$ cat config.mk
export PLATFORM = sky130hd
export DESIGN_NAME = pending_ack_timeout_table_core
export DESIGN_NICKNAME = d
export VERILOG_FILES = /design/src/rtl/core/patt_pkg.sv /design/src/rtl/core/patt_front.sv /design/src/rtl/core/patt_back.sv /design/src/rtl/core/pending_ack_timeout_table_core.sv
export SDC_FILE = /design/constraint.sdc
export NUM_CORES = 1
export LEC_CHECK = 0
export BUFFER_PORTS_ARGS = -buffer_cell sky130_fd_sc_hd__buf_2
export CAP_MARGIN = 20
export CORE_MARGIN = 1
export CORE_UTILIZATION = 56
export DETAILED_ROUTE_END_ITERATION = 7
export GPL_TIMING_DRIVEN = 0
export PLACE_DENSITY = 0.77
export SYNTH_ARGS = -nofsm -noshare
export SYNTH_HDL_FRONTEND = slang
export SYNTH_SLANG_ARGS = --single-unit
$ cat constraint.sdc
create_clock -name clk_i -period 8.5 [get_ports clk_i]
set_input_delay 1.7 -clock clk_i [delete_from_list [all_inputs] [get_ports clk_i]]
set_output_delay 1.7 -clock clk_i [all_outputs]
set_load 0.02 [all_outputs]
$ cat src/rtl/core/patt_pkg.sv
// Shared types, constants and helper functions for the pending-ack timeout table.
`timescale 1ns / 1ps

package patt_pkg;

  // Table geometry.
  localparam int SLOTS       = 8;
  localparam int SLOT_W      = (SLOTS > 1) ? $clog2(SLOTS) : 1;
  localparam int MAX_RESULTS = 8;
  localparam int CNT_W       = $clog2(MAX_RESULTS + 1);

  // Command queue between the front and back ends.
  localparam int QDEPTH = 2;
  localparam int QPTR_W = (QDEPTH > 1) ? $clog2(QDEPTH) : 1;
  localparam int QCNT_W = $clog2(QDEPTH + 1);

  localparam logic [31:0] TIMEOUT_RESET = 32'd10000;

  // Input operation codes.
  localparam logic [1:0] OP_ADD   = 2'd0;
  localparam logic [1:0] OP_ACK   = 2'd1;
  localparam logic [1:0] OP_CHECK = 2'd2;

  // Result status codes.
  typedef enum logic [2:0] {
    ST_ADDED   = 3'd0,
    ST_FULL    = 3'd1,
    ST_IGNORED = 3'd2,
    ST_ACKED   = 3'd3,
    ST_UNKNOWN = 3'd4,
    ST_TIMEOUT = 3'd5,
    ST_NONE    = 3'd6
  } patt_status_e;

  // Classified command handed from the front end to the back end.
  typedef enum logic [1:0] {
    CMD_ADD,
    CMD_ACK,
    CMD_CHECK,
    CMD_BAD
  } patt_cmd_e;

  // Back-end sequencer states.
  typedef enum logic [1:0] {
    B_IDLE,
    B_SCAN,
    B_EMIT
  } patt_state_e;

  typedef struct packed {
    logic [1:0]  op;
    logic [15:0] message_id;
    logic [31:0] now_tick;
  } patt_in_t;

  typedef struct packed {
    logic [2:0]  status;
    logic [2:0]  slot;
    logic [15:0] entry_id;
    logic [31:0] elapsed_ticks;
    logic        last;
  } patt_out_t;

  typedef struct packed {
    patt_cmd_e   cmd;
    logic        id_zero;
    logic [15:0] message_id;
    logic [31:0] now_tick;
  } patt_cmd_t;

  // Index of the lowest set bit; zero when no bit is set.
  function automatic logic [SLOT_W-1:0] first_one(input logic [SLOTS-1:0] vec);
    logic [SLOT_W-1:0] idx;
    idx = '0;
    for (int i = SLOTS - 1; i >= 0; i--) begin
      if (vec[i]) idx = SLOT_W'(i);
    end
    return idx;
  endfunction

  // The slot field carries the low three bits of the slot index.
  function automatic logic [2:0] slot_field(input logic [SLOT_W-1:0] idx);
    logic [63:0] wide;
    wide = 64'(idx);
    return wide[2:0];
  endfunction

  function automatic patt_out_t make_result(input patt_status_e status,
                                            input logic [2:0]   slot,
                                            input logic [15:0]  entry_id,
                                            input logic [31:0]  elapsed,
                                            input logic         last);
    patt_out_t r;
    r.status        = status;
    r.slot          = slot;
    r.entry_id      = entry_id;
    r.elapsed_ticks = elapsed;
    r.last          = last;
    return r;
  endfunction

endpackage

$ cat src/rtl/core/patt_front.sv
// Front end: accepts input transactions, classifies them and queues the commands.
`timescale 1ns / 1ps

module patt_front (
  input  logic                clk_i,
  input  logic                rst_ni,
  input  logic                in_valid_i,
  output logic                in_ready_o,
  input  patt_pkg::patt_in_t  in_data_i,
  output logic                cmd_valid_o,
  input  logic                cmd_ready_i,
  output patt_pkg::patt_cmd_t cmd_o
);

  patt_pkg::patt_cmd_t               q_mem [patt_pkg::QDEPTH];
  patt_pkg::patt_cmd_t               cls;
  logic [patt_pkg::QPTR_W-1:0]       wr_ptr_q, wr_ptr_d;
  logic [patt_pkg::QPTR_W-1:0]       rd_ptr_q, rd_ptr_d;
  logic [patt_pkg::QCNT_W-1:0]       cnt_q, cnt_d;
  logic                              push, pop;

  // Decode the operation into a command and flag the null id.
  always_comb begin
    cls.message_id = in_data_i.message_id;
    cls.now_tick   = in_data_i.now_tick;
    cls.id_zero    = (in_data_i.message_id == 16'd0);
    case (in_data_i.op)
      patt_pkg::OP_ADD:   cls.cmd = patt_pkg::CMD_ADD;
      patt_pkg::OP_ACK:   cls.cmd = patt_pkg::CMD_ACK;
      patt_pkg::OP_CHECK: cls.cmd = patt_pkg::CMD_CHECK;
      default:            cls.cmd = patt_pkg::CMD_BAD;
    endcase
  end

  assign in_ready_o  = (cnt_q != patt_pkg::QCNT_W'(patt_pkg::QDEPTH));
  assign cmd_valid_o = (cnt_q != '0);
  assign cmd_o       = q_mem[rd_ptr_q];
  assign push        = in_valid_i && in_ready_o;
  assign pop         = cmd_valid_o && cmd_ready_i;

  // Queue pointer and fill count updates.
  always_comb begin
    wr_ptr_d = wr_ptr_q;
    rd_ptr_d = rd_ptr_q;
    if (push) begin
      wr_ptr_d = (wr_ptr_q == patt_pkg::QPTR_W'(patt_pkg::QDEPTH - 1)) ? '0
                 : wr_ptr_q + patt_pkg::QPTR_W'(1);
    end
    if (pop) begin
      rd_ptr_d = (rd_ptr_q == patt_pkg::QPTR_W'(patt_pkg::QDEPTH - 1)) ? '0
                 : rd_ptr_q + patt_pkg::QPTR_W'(1);
    end
    cnt_d = cnt_q + patt_pkg::QCNT_W'(push) - patt_pkg::QCNT_W'(pop);
  end

  always_ff @(posedge clk_i or negedge rst_ni) begin
    if (!rst_ni) begin
      wr_ptr_q <= '0;
      rd_ptr_q <= '0;
      cnt_q    <= '0;
    end else begin
      wr_ptr_q <= wr_ptr_d;
      rd_ptr_q <= rd_ptr_d;
      cnt_q    <= cnt_d;
    end
  end

  // Queue storage needs no reset.
  always_ff @(posedge clk_i) begin
    if (push) begin
      q_mem[wr_ptr_q] <= cls;
    end
  end

endmodule

$ cat src/rtl/core/patt_back.sv
// Back end: holds the slot table and carries out add, acknowledge and timeout checks.
`timescale 1ns / 1ps

module patt_back (
  input  logic                clk_i,
  input  logic                rst_ni,
  input  logic                cmd_valid_i,
  output logic                cmd_ready_o,
  input  patt_pkg::patt_cmd_t cmd_i,
  input  logic                cfg_valid_i,
  output logic                cfg_ready_o,
  input  logic [31:0]         cfg_data_i,
  output logic                out_valid_o,
  input  logic                out_ready_i,
  output patt_pkg::patt_out_t out_data_o
);

  patt_pkg::patt_state_e           state_q, state_d;
  logic [patt_pkg::SLOTS-1:0]      busy_q, busy_d;
  logic [patt_pkg::SLOTS-1:0]      exp_q, exp_d;
  logic [patt_pkg::SLOTS-1:0]      match_vec;
  logic [patt_pkg::SLOTS-1:0]      remaining;
  logic [15:0]                     msg_q [patt_pkg::SLOTS];
  logic [31:0]                     stamp_q [patt_pkg::SLOTS];
  logic [patt_pkg::CNT_W-1:0]      cnt_q, cnt_d;
  logic [patt_pkg::SLOT_W-1:0]     scan_idx_q, scan_idx_d;
  logic [patt_pkg::SLOT_W-1:0]     free_idx, ack_idx, emit_idx, rd_idx;
  logic [31:0]                     now_q, now_d;
  logic [31:0]                     timeout_q, timeout_d;
  logic [31:0]                     age, age_now;
  logic [15:0]                     rd_msg;
  logic                            have_free, have_match, out_free, wr_en, scan_last;
  logic                            out_valid_q, out_valid_d;
  patt_pkg::patt_out_t             out_q, out_d;

  // Parallel lookups over the table.
  always_comb begin
    for (int i = 0; i < patt_pkg::SLOTS; i++) begin
      match_vec[i] = busy_q[i] && (msg_q[i] == cmd_i.message_id);
    end
  end

  assign have_free  = |(~busy_q);
  assign have_match = |match_vec;
  assign free_idx   = patt_pkg::first_one(~busy_q);
  assign ack_idx    = patt_pkg::first_one(match_vec);
  assign emit_idx   = patt_pkg::first_one(exp_q);
  assign remaining  = exp_q & (exp_q - patt_pkg::SLOTS'(1));
  assign scan_last  = (scan_idx_q == patt_pkg::SLOT_W'(patt_pkg::SLOTS - 1));
  assign out_free   = !out_valid_q || out_ready_i;

  // One shared read port on the table, addressed by the current phase.
  always_comb begin
    case (state_q)
      patt_pkg::B_SCAN: rd_idx = scan_idx_q;
      patt_pkg::B_EMIT: rd_idx = emit_idx;
      default:          rd_idx = ack_idx;
    endcase
  end

  assign rd_msg  = msg_q[rd_idx];
  assign age_now = (state_q == patt_pkg::B_IDLE) ? cmd_i.now_tick : now_q;
  assign age     = age_now - stamp_q[rd_idx];

  // Next state.
  always_comb begin
    state_d = state_q;
    case (state_q)
      patt_pkg::B_IDLE: begin
        if (cmd_valid_i && out_free && (cmd_i.cmd == patt_pkg::CMD_CHECK)) begin
          state_d = patt_pkg::B_SCAN;
        end
      end
      patt_pkg::B_SCAN: begin
        if (scan_last) state_d = patt_pkg::B_EMIT;
      end
      patt_pkg::B_EMIT: begin
        if (out_free && ((exp_q == '0) || (remaining == '0))) begin
          state_d = patt_pkg::B_IDLE;
        end
      end
      default: state_d = patt_pkg::B_IDLE;
    endcase
  end

  // Datapath and outputs.
  always_comb begin
    busy_d      = busy_q;
    exp_d       = exp_q;
    cnt_d       = cnt_q;
    scan_idx_d  = scan_idx_q;
    now_d       = now_q;
    out_valid_d = out_valid_q && !out_ready_i;
    out_d       = out_q;
    wr_en       = 1'b0;
    cmd_ready_o = 1'b0;
    timeout_d   = cfg_valid_i ? cfg_data_i : timeout_q;

    case (state_q)
      patt_pkg::B_IDLE: begin
        cmd_ready_o = out_free;
        if (cmd_valid_i && out_free) begin
          case (cmd_i.cmd)
            patt_pkg::CMD_ADD: begin
              out_valid_d = 1'b1;
              if (cmd_i.id_zero) begin
                out_d = patt_pkg::make_result(patt_pkg::ST_IGNORED, 3'd0,
                                              cmd_i.message_id, 32'd0, 1'b1);
              end else if (have_free) begin
                busy_d[free_idx] = 1'b1;
                wr_en            = 1'b1;
                out_d = patt_pkg::make_result(patt_pkg::ST_ADDED,
                                              patt_pkg::slot_field(free_idx),
                                              cmd_i.message_id, 32'd0, 1'b1);
              end else begin
                out_d = patt_pkg::make_result(patt_pkg::ST_FULL, 3'd0,
                                              cmd_i.message_id, 32'd0, 1'b1);
              end
            end
            patt_pkg::CMD_ACK: begin
              out_valid_d = 1'b1;
              if (!cmd_i.id_zero && have_match) begin
                busy_d[ack_idx] = 1'b0;
                out_d = patt_pkg::make_result(patt_pkg::ST_ACKED,
                                              patt_pkg::slot_field(ack_idx),
                                              cmd_i.message_id, age, 1'b1);
              end else begin
                out_d = patt_pkg::make_result(patt_pkg::ST_UNKNOWN, 3'd0,
                                              cmd_i.message_id, 32'd0, 1'b1);
              end
            end
            patt_pkg::CMD_CHECK: begin
              now_d      = cmd_i.now_tick;
              scan_idx_d = '0;
              cnt_d      = '0;
              exp_d      = '0;
            end
            default: begin
              out_valid_d = 1'b1;
              out_d = patt_pkg::make_result(patt_pkg::ST_IGNORED, 3'd0,
                                            cmd_i.message_id, 32'd0, 1'b1);
            end
          endcase
        end
      end
      // One slot per cycle: mark and free the expired ones, at most eight.
      patt_pkg::B_SCAN: begin
        if (busy_q[scan_idx_q] && (age >= timeout_q) &&
            (cnt_q < patt_pkg::CNT_W'(patt_pkg::MAX_RESULTS))) begin
          exp_d[scan_idx_q]  = 1'b1;
          busy_d[scan_idx_q] = 1'b0;
          cnt_d              = cnt_q + patt_pkg::CNT_W'(1);
        end
        if (!scan_last) scan_idx_d = scan_idx_q + patt_pkg::SLOT_W'(1);
      end
      // Report marked slots in ascending order, or a single none result.
      patt_pkg::B_EMIT: begin
        if (out_free) begin
          out_valid_d = 1'b1;
          if (exp_q == '0) begin
            out_d = patt_pkg::make_result(patt_pkg::ST_NONE, 3'd0, 16'd0, 32'd0, 1'b1);
          end else begin
            out_d = patt_pkg::make_result(patt_pkg::ST_TIMEOUT,
                                          patt_pkg::slot_field(emit_idx),
                                          rd_msg, age, (remaining == '0));
            exp_d = remaining;
          end
        end
      end
      default: ;
    endcase
  end

  assign cfg_ready_o = 1'b1;
  assign out_valid_o = out_valid_q;
  assign out_data_o  = out_q;

  always_ff @(posedge clk_i or negedge rst_ni) begin
    if (!rst_ni) begin
      state_q     <= patt_pkg::B_IDLE;
      busy_q      <= '0;
      exp_q       <= '0;
      cnt_q       <= '0;
      scan_idx_q  <= '0;
      out_valid_q <= 1'b0;
      timeout_q   <= patt_pkg::TIMEOUT_RESET;
    end else begin
      state_q     <= state_d;
      busy_q      <= busy_d;
      exp_q       <= exp_d;
      cnt_q       <= cnt_d;
      scan_idx_q  <= scan_idx_d;
      out_valid_q <= out_valid_d;
      timeout_q   <= timeout_d;
    end
  end

  // Payload registers and slot contents need no reset.
  always_ff @(posedge clk_i) begin
    now_q <= now_d;
    out_q <= out_d;
    if (wr_en) begin
      msg_q[free_idx]   <= cmd_i.message_id;
      stamp_q[free_idx] <= cmd_i.now_tick;
    end
  end

  // A slot marked as expired has already been freed.
  assert property (@(posedge clk_i) disable iff (!rst_ni)
    (exp_q & busy_q) == '0)
    else $error("expired slot still busy");

  // While scanning, the marked slots and the result count agree.
  assert property (@(posedge clk_i) disable iff (!rst_ni)
    (state_q == patt_pkg::B_SCAN) |-> ($countones(exp_q) == int'(cnt_q)))
    else $error("expiry mask and count disagree");

  // A stored add leaves its slot busy.
  assert property (@(posedge clk_i) disable iff (!rst_ni)
    (state_q == patt_pkg::B_IDLE && cmd_valid_i && cmd_ready_o &&
     cmd_i.cmd == patt_pkg::CMD_ADD && !cmd_i.id_zero && have_free)
    |=> busy_q[$past(free_idx)])
    else $error("added slot not busy");

endmodule

$ cat src/rtl/core/pending_ack_timeout_table_core.sv
// Top level of the pending-ack timeout table: front end, command queue and back end.
`timescale 1ns / 1ps

// Tracks up to SLOTS messages awaiting acknowledgement. The front end takes one input
// transaction per cycle, while the queue has room, into a two-entry command queue;
// the back end executes them in order. Add, acknowledge and unused ops sustain one
// transaction per cycle while the output register drains. A check scans the table
// one slot per cycle through the shared table read port, then emits its results one
// per cycle as the output drains, up to eight timeouts or one none result. The timeout
// register resets to 10000 ticks and may be written only while the block is idle.

module pending_ack_timeout_table_core (
  input  logic                clk_i,
  input  logic                rst_ni,
  input  logic                in_valid_i,
  output logic                in_ready_o,
  input  patt_pkg::patt_in_t  in_data_i,
  output logic                out_valid_o,
  input  logic                out_ready_i,
  output patt_pkg::patt_out_t out_data_o,
  input  logic                cfg_valid_i,
  output logic                cfg_ready_o,
  input  logic [31:0]         cfg_data_i
);

  logic                cmd_valid, cmd_ready;
  patt_pkg::patt_cmd_t cmd;

  patt_front u_front (
    .clk_i       (clk_i),
    .rst_ni      (rst_ni),
    .in_valid_i  (in_valid_i),
    .in_ready_o  (in_ready_o),
    .in_data_i   (in_data_i),
    .cmd_valid_o (cmd_valid),
    .cmd_ready_i (cmd_ready),
    .cmd_o       (cmd)
  );

  patt_back u_back (
    .clk_i       (clk_i),
    .rst_ni      (rst_ni),
    .cmd_valid_i (cmd_valid),
    .cmd_ready_o (cmd_ready),
    .cmd_i       (cmd),
    .cfg_valid_i (cfg_valid_i),
    .cfg_ready_o (cfg_ready_o),
    .cfg_data_i  (cfg_data_i),
    .out_valid_o (out_valid_o),
    .out_ready_i (out_ready_i),
    .out_data_o  (out_data_o)
  );

endmodule

* Word level (Yosys, flattened, before mapping) *
Memories as Yosys holds them, arrays and structs flattened.
Cells that the tools add are included.

operators by class
  $lt $le $gt $ge = 8
  bitwise operators = 8
  add/subtract/negate cells = 8
  multiplexer cells = 84
  equality and inequality tests = 30
  reduce and logical (&&, ||, !) cells = 44

operators by type and width
  kind                  number
  $mux W55              4
  $pmux W55 S3          1
  $eq A16 B16 Y1        8
  $pmux W55 S2          1
  $mux W3               27
  $mux W8               10
  $mux W54              1
  $mux W53              1
  $ge A32 B32 Y1        1
  $mux W32              1
  $pmux W8 S2           2
  $sub A32 B32 Y32      1
  $and A8 B8 Y8         3
  $not A8 Y8            3
  $pmux W8 S3           1
  $logic_and A1 B1 Y1   20
  $mux W1               19
  $logic_not A16 Y1     1
  $logic_not A8 Y1      2
  $or A8 B8 Y8          2
  $reduce_or A8 Y1      2
  $ne A2 B2 Y1 const B  7
  $lt A3 B4 Y1 const B  3
  $mux W4               3
  other kinds (30)      58

storage, ports and cells
  memory bits (writable) = 486
  logic and storage cells = 201
  register bits after elaboration = 149
  memories = 3

memory list
  memory          words  width  read ports  clocked after Yosys merged registers in  write ports  RTL line          RTL
  u_back.stamp_q  8      32     1           0                                        1            patt_back.sv:24   logic [31:0] stamp_q [patt_pkg::SLOTS];
  u_back.msg_q    8      16     9           0                                        1            patt_back.sv:23   logic [15:0] msg_q [patt_pkg::SLOTS];
  u_front.q_mem   2      51     1           0                                        1            patt_front.sv:15  patt_pkg::patt_cmd_t q_mem [patt_pkg::QDEPTH];

* Logic depth before layout (Yosys ltp) *
An unclocked memory read counts as a cell.

  depth in word-level cells = 21
  depth in mapped cells = 43
  gate-level depth less buffers = 37

* Hierarchy *
Synthesis repeated with hierarchy kept, for this count alone.

second synthesis, totals
  cells, all modules = 2,250
  area total of the unflattened synthesis = 30,163.9 µm²

modules (own cells, without submodules)
  module      cells an instance  area each (µm²)  times used
  patt_back   2,062              26,205.1         1
  patt_front  188                3,958.8          1

* Worst setup path before layout *
Ideal clock, no wire load.

  path type = reg-to-reg
  start point = register u_front.rd_ptr_q
  end point = register u_back.exp_q[3] in the netlist's numbering
  period minus slack after synthesis = 8.233 ns
  cell stages (with the launch flop) = 39
  arrival = 8.133 ns
  setup slack = 0.267 ns
  buffers on the path = 5
  cell sequence = dfrtp_1 -> buf_6 -> mux2i_4 -> inv_2 -> or3_1 -> a2111oi_0 -> nand4_1 -> a211oi_1 -> o211ai_1 -> o211ai_1 -> buf_4 -> buf_2 -> clkbuf_1 -> o211ai_1 -> o21ai_0 -> ha_1 -> inv_1 -> fa_1 -> (+3 left out) -> a21oi_1 -> o21ai_0 -> a31oi_1 -> o21ai_0 -> and3b_1 -> o41ai_1 -> xnor2_1 -> ha_1 -> nand4_1 -> nor2_1 -> o21ai_0 -> or4_1 -> o21ai_0 -> a31oi_1 -> a2111oi_0 -> clkbuf_1 -> a31oi_1 -> a311oi_1

RTL lines
  element                   RTL line          RTL
  start: declaration        patt_front.sv:18  logic [patt_pkg::QPTR_W-1:0] rd_ptr_q, rd_ptr_d;
  start signal: assignment  patt_front.sv:63  rd_ptr_q <= rd_ptr_d;
  end signal: assignment    patt_back.sv:190  exp_q <= exp_d;
  end: declaration          patt_back.sv:20   logic [patt_pkg::SLOTS-1:0] exp_q, exp_d;

* Worst setup path in the final report *
  start point = register u_front.rd_ptr_q
  end point = register u_back.exp_q[3] in the netlist's numbering

between the ends
  longest elaborated chain between the ends = 19
  elaborated cells on any way between the ends = 36
  those cells by class = add/sub: 1; order compare: 1; eq/ne: 11; mux: 10; reduce/logical: 11; memory: 2

RTL lines
  element                           RTL line          RTL
  $mem_v2 Z2 W51 *                  --
  $eq A16 B16 Y1                    patt_back.sv:39   match_vec[i] = busy_q[i] && (msg_q[i] == cmd_i.message_id);
  $logic_and A1 B1 Y1               patt_back.sv:39
  $mux W3 (8 in a row)              patt_pkg.sv:76    if (vec[i]) idx = SLOT_W'(i);
  $pmux W3 S2                       patt_back.sv:54   case (state_q)
  $mem_v2 Z8 W32                    --
  $sub A32 B32 Y32                  patt_back.sv:63   assign age = age_now - stamp_q[rd_idx];
  $ge A32 B32 Y1                    patt_back.sv:148  if (busy_q[scan_idx_q] && (age >= timeout_q) &&
  $logic_and A1 B1 Y1 (2 in a row)  patt_back.sv:148
  $ne A2 B1 Y1 (no line)            --
  $reduce_and A6 Y1 (no line) *     --

Every way passes the cells marked *; elsewhere a longest branch is shown, timed or not.
A chain may end at the register's enable or synchronous reset.

==> reports/metrics.cfg <==
[status]
status = complete, but fails checks
violations = negative setup slack

[global_routing]
grt_antenna_before_repair = 1
grt_pass1_vias = 19600
grt_use_total = 0.301
grt_pass1_wl_mm = 120
overflow = 0
grt_max_degree = 63

[layout]
syn2layout_area_growth_pct = 21.0
filler_cell_count = 3422
finalInstanceArea_um2 = 35800
layout-drive-gt1-share = 0.275
fin_nets = 2633

[critical_path]
path_max_fanout = 6
critical_path.startpoint = u_front.rd_ptr_q$_DFFE_PN0P_
r2r_start = u_front.rd_ptr_q$_DFFE_PN0P_
r2r_setup_slack_ns = -0.28
critPathLaunchType = flip-flop
worstReg2RegEnd = u_back.exp_q[3]$_DFFE_PN0P_
worstPathRequired_ns = 8.99
critPathArrivalTime_ns = 9.27
worstSetupPathType = flip-flop to flip-flop
worstRegToRegCells = 45
worstSetupEndpoint = u_back.exp_q[3]$_DFFE_PN0P_
crit_path_max_incr_delay_ns = 0.47
crit_path_frequent_cell = buf_12
crit_path_end_kind = flip-flop
slowest_stage = or4_4

[synthesis]
ys_seq_area_frac = 0.634
synth_top_flop_cell = edfxtp_1
synth_cells = 2124
synth_compound_area_frac = 0.0875
yosys-top-cells-count = edfxtp_1 (573), xnor2_1 (145), mux2i_1 (139), mux2_2 (128), nor2_1 (121)
synth-seq-cells = 635
synth_top_family_by_area = multiplexers
ys_types = 85
synthMuxAreaShare = 0.108
synthSimpleGateAreaFrac = 0.0678
synth_area_um2 = 29600
postSynthNetCount = 2284
yosys.area.top_type_share = 0.581
synthAdderAreaFrac = 0.0315
synthArstFlopShare = 0.0976
synth-xor-area-share = 0.0450
synth.largest_area_cell = edfxtp_1
yosys_warnings = 0
synth_edf_count = 573
yosysMostFrequentCell = edfxtp_1
syn_avg_cell_area_um2 = 13.9
synthTopCellsByArea = edfxtp_1 (58%), mux2_2 (4.9%), dfrtp_1 (4.8%)

[place]
io_buffer_count = 140
place_area_um2 = 31700
dp.final_hpwl_mm = 54.2
place_congestion = 0.937

[timing]
tightest_slew_ns = 1.35
slew_headroom = 0.102
rsz0062_at_grt = true
postLayoutSetupSlackWorst_ns = -0.277
final.min_clock_period_ns = 8.78
max_freq_mhz = 114
setup_viol = 14
skew_ns = 0.0248
fin_crit_sh = 1.03
final-hold-violation-count = 0
tns_ns = -1.69
report.final.slew_viol_count = 0

[route]
finalWirelength_mm = 80.6
drtIter0Drc = 1979
postRouteAntennaNets = 0
post-route-drc-count = 0
drt_first_pass_iters = 6
drt-wirelength-per-cell_um = 25.2
vias = 19700
vias_per_cell = 6.14

[cts]
path_clk_slew_ns = 0.06
htreeDepth = 3
tritoncts = built
cts-root-buf = clkbuf_16
clkLatencyLatePin_ns = 0.61
cts_buffers = 68
numClockSinks = 635
clock_path_buffers = 3
postCtsHoldBufs = 0

[die]
io_pins = 145
dieHeight_um = 232
core_area_um2 = 51700
start_util = 0.572
dieWidth_um = 232
rows = 83
die-area_um2 = 53800

[flow_run]
maxCapViolations = 0

[hold_path]
min_path_type = flip-flop to flip-flop

-- per-stage QoR --
step | util | setup slack, ns | cells | hold slack [ns]
after detailed placement | 0.613 | -2.74 | 2967 | 0.507
final | 0.692 | -0.277 | 3201 | 0.514
after floorplan | - | 0.267 | 2124 | 0.461
after CTS | 0.686 | -0.0510 | 3180 | 0.520
after global routing | 0.692 | -0.581 | 3201 | 0.536
after global placement | 0.602 | -2.95 | 2944 | 0.479
-- worst max-delay path, delay by kind of cell (launching register included) --
family	cells	cell delay, ns
AND/OR/NAND/NOR	8	1.75
AO/OA/AOI/OAI	18	3.19
adder cells (fa/ha/maj)	3	0.89
flip-flops	1	0.37
buffers and inverters	12	1.74
XOR/XNOR	2	0.26
multiplexers	2	0.44
-- per-layer routing --
metal,track usage,vias to the layer above,wire [µm]
li1,-,8742,-
met1,0.420,9789,33100
met2,0.476,953,38100
met3,0.0459,173,6610
met4,0.120,0,2820
met5,0,-,0
-- cell families (layout without fill, tap and decap cells) --
logic type | count (synthesis) | in the layout
buffers and inverters | 172 | 568
xor gates and xnor gates | 152 | 152
muxes | 284 | 284
and+or+nand+nor | 407 | 407
adders and majority gates | 74 | 74
other | 1 | 2
DFF | 635 | 635
AOI/OAI and AO/OA | 399 | 399
-- area by class of cell --
| cell class | instances | area, µm² | share of cell area |
|---|---|---|---|
| Sequential cell | 635 | 18800 | 0.524 |
| Multi-Input combinational cell | 1317 | 10900 | 0.304 |
| Timing Repair Buffer | 279 | 2240 | 0.0627 |
| Clock buffer | 83 | 1810 | 0.0505 |
| Tap cell | 680 | 851 | 0.0238 |
| Buffer | 93 | 667 | 0.0186 |
| Inverter | 79 | 305 | 0.00852 |
| Clock inverter | 34 | 275 | 0.00769 |
| Antenna cell | 1 | 2.50 | 0.0000699 |
-- registers in the layout, summed over array words and instances (netlist names), 3 cells and up --
signal and count:
u_back.stamp_q 256, u_back.msg_q 128, u_front.q_mem 102, u_back.out_data_o 55
u_back.now_q 32, u_back.timeout_q 32, u_back.busy_q 8, u_back.exp_q 8
u_back.cnt_q 4, u_back.scan_idx_q 3
-- cells in the final DEF, fill, tap and decap left out, types with 73 or more instances in the layout --
master / n
buf_4: 106
nor2_1: 108
mux2_2: 126
a21oi_1: 98
mux2i_1: 139
buf_2: 142
edfxtp_1: 573
inv_1: 73
xnor2_1: 135
nand2_1: 104
-- worst min path at each step --
stage	cells past startpoint	startpoint	to	slack, ns
floorplan	1	u_front.wr_ptr_q$_DFFE_PN0P_	u_front.wr_ptr_q$_DFFE_PN0P_	0.46
global placement	1	u_front.wr_ptr_q$_DFFE_PN0P_	u_front.wr_ptr_q$_DFFE_PN0P_	0.48
detailed placement	2	u_back.timeout_q[8]$_DFFE_PN1P_	u_back.timeout_q[8]$_DFFE_PN1P_	0.51
CTS	2	u_back.timeout_q[8]$_DFFE_PN1P_	u_back.timeout_q[8]$_DFFE_PN1P_	0.52
global route	2	u_back.timeout_q[10]$_DFFE_PN1P_	u_back.timeout_q[10]$_DFFE_PN1P_	0.54
finish	2	u_back.timeout_q[4]$_DFFE_PN1P_	u_back.timeout_q[4]$_DFFE_PN1P_	0.51
-- timing repair --
action	in CTS	in global routing
resized for setup	185	51
buffers inserted	94	20
setup endpoints to repair	24	20
pin swaps	62	28
gates cloned	3	0
Power is left out: the tool's default activity adds up to more than one toggle a clock period on the data nets, which glitch-free logic cannot reach.
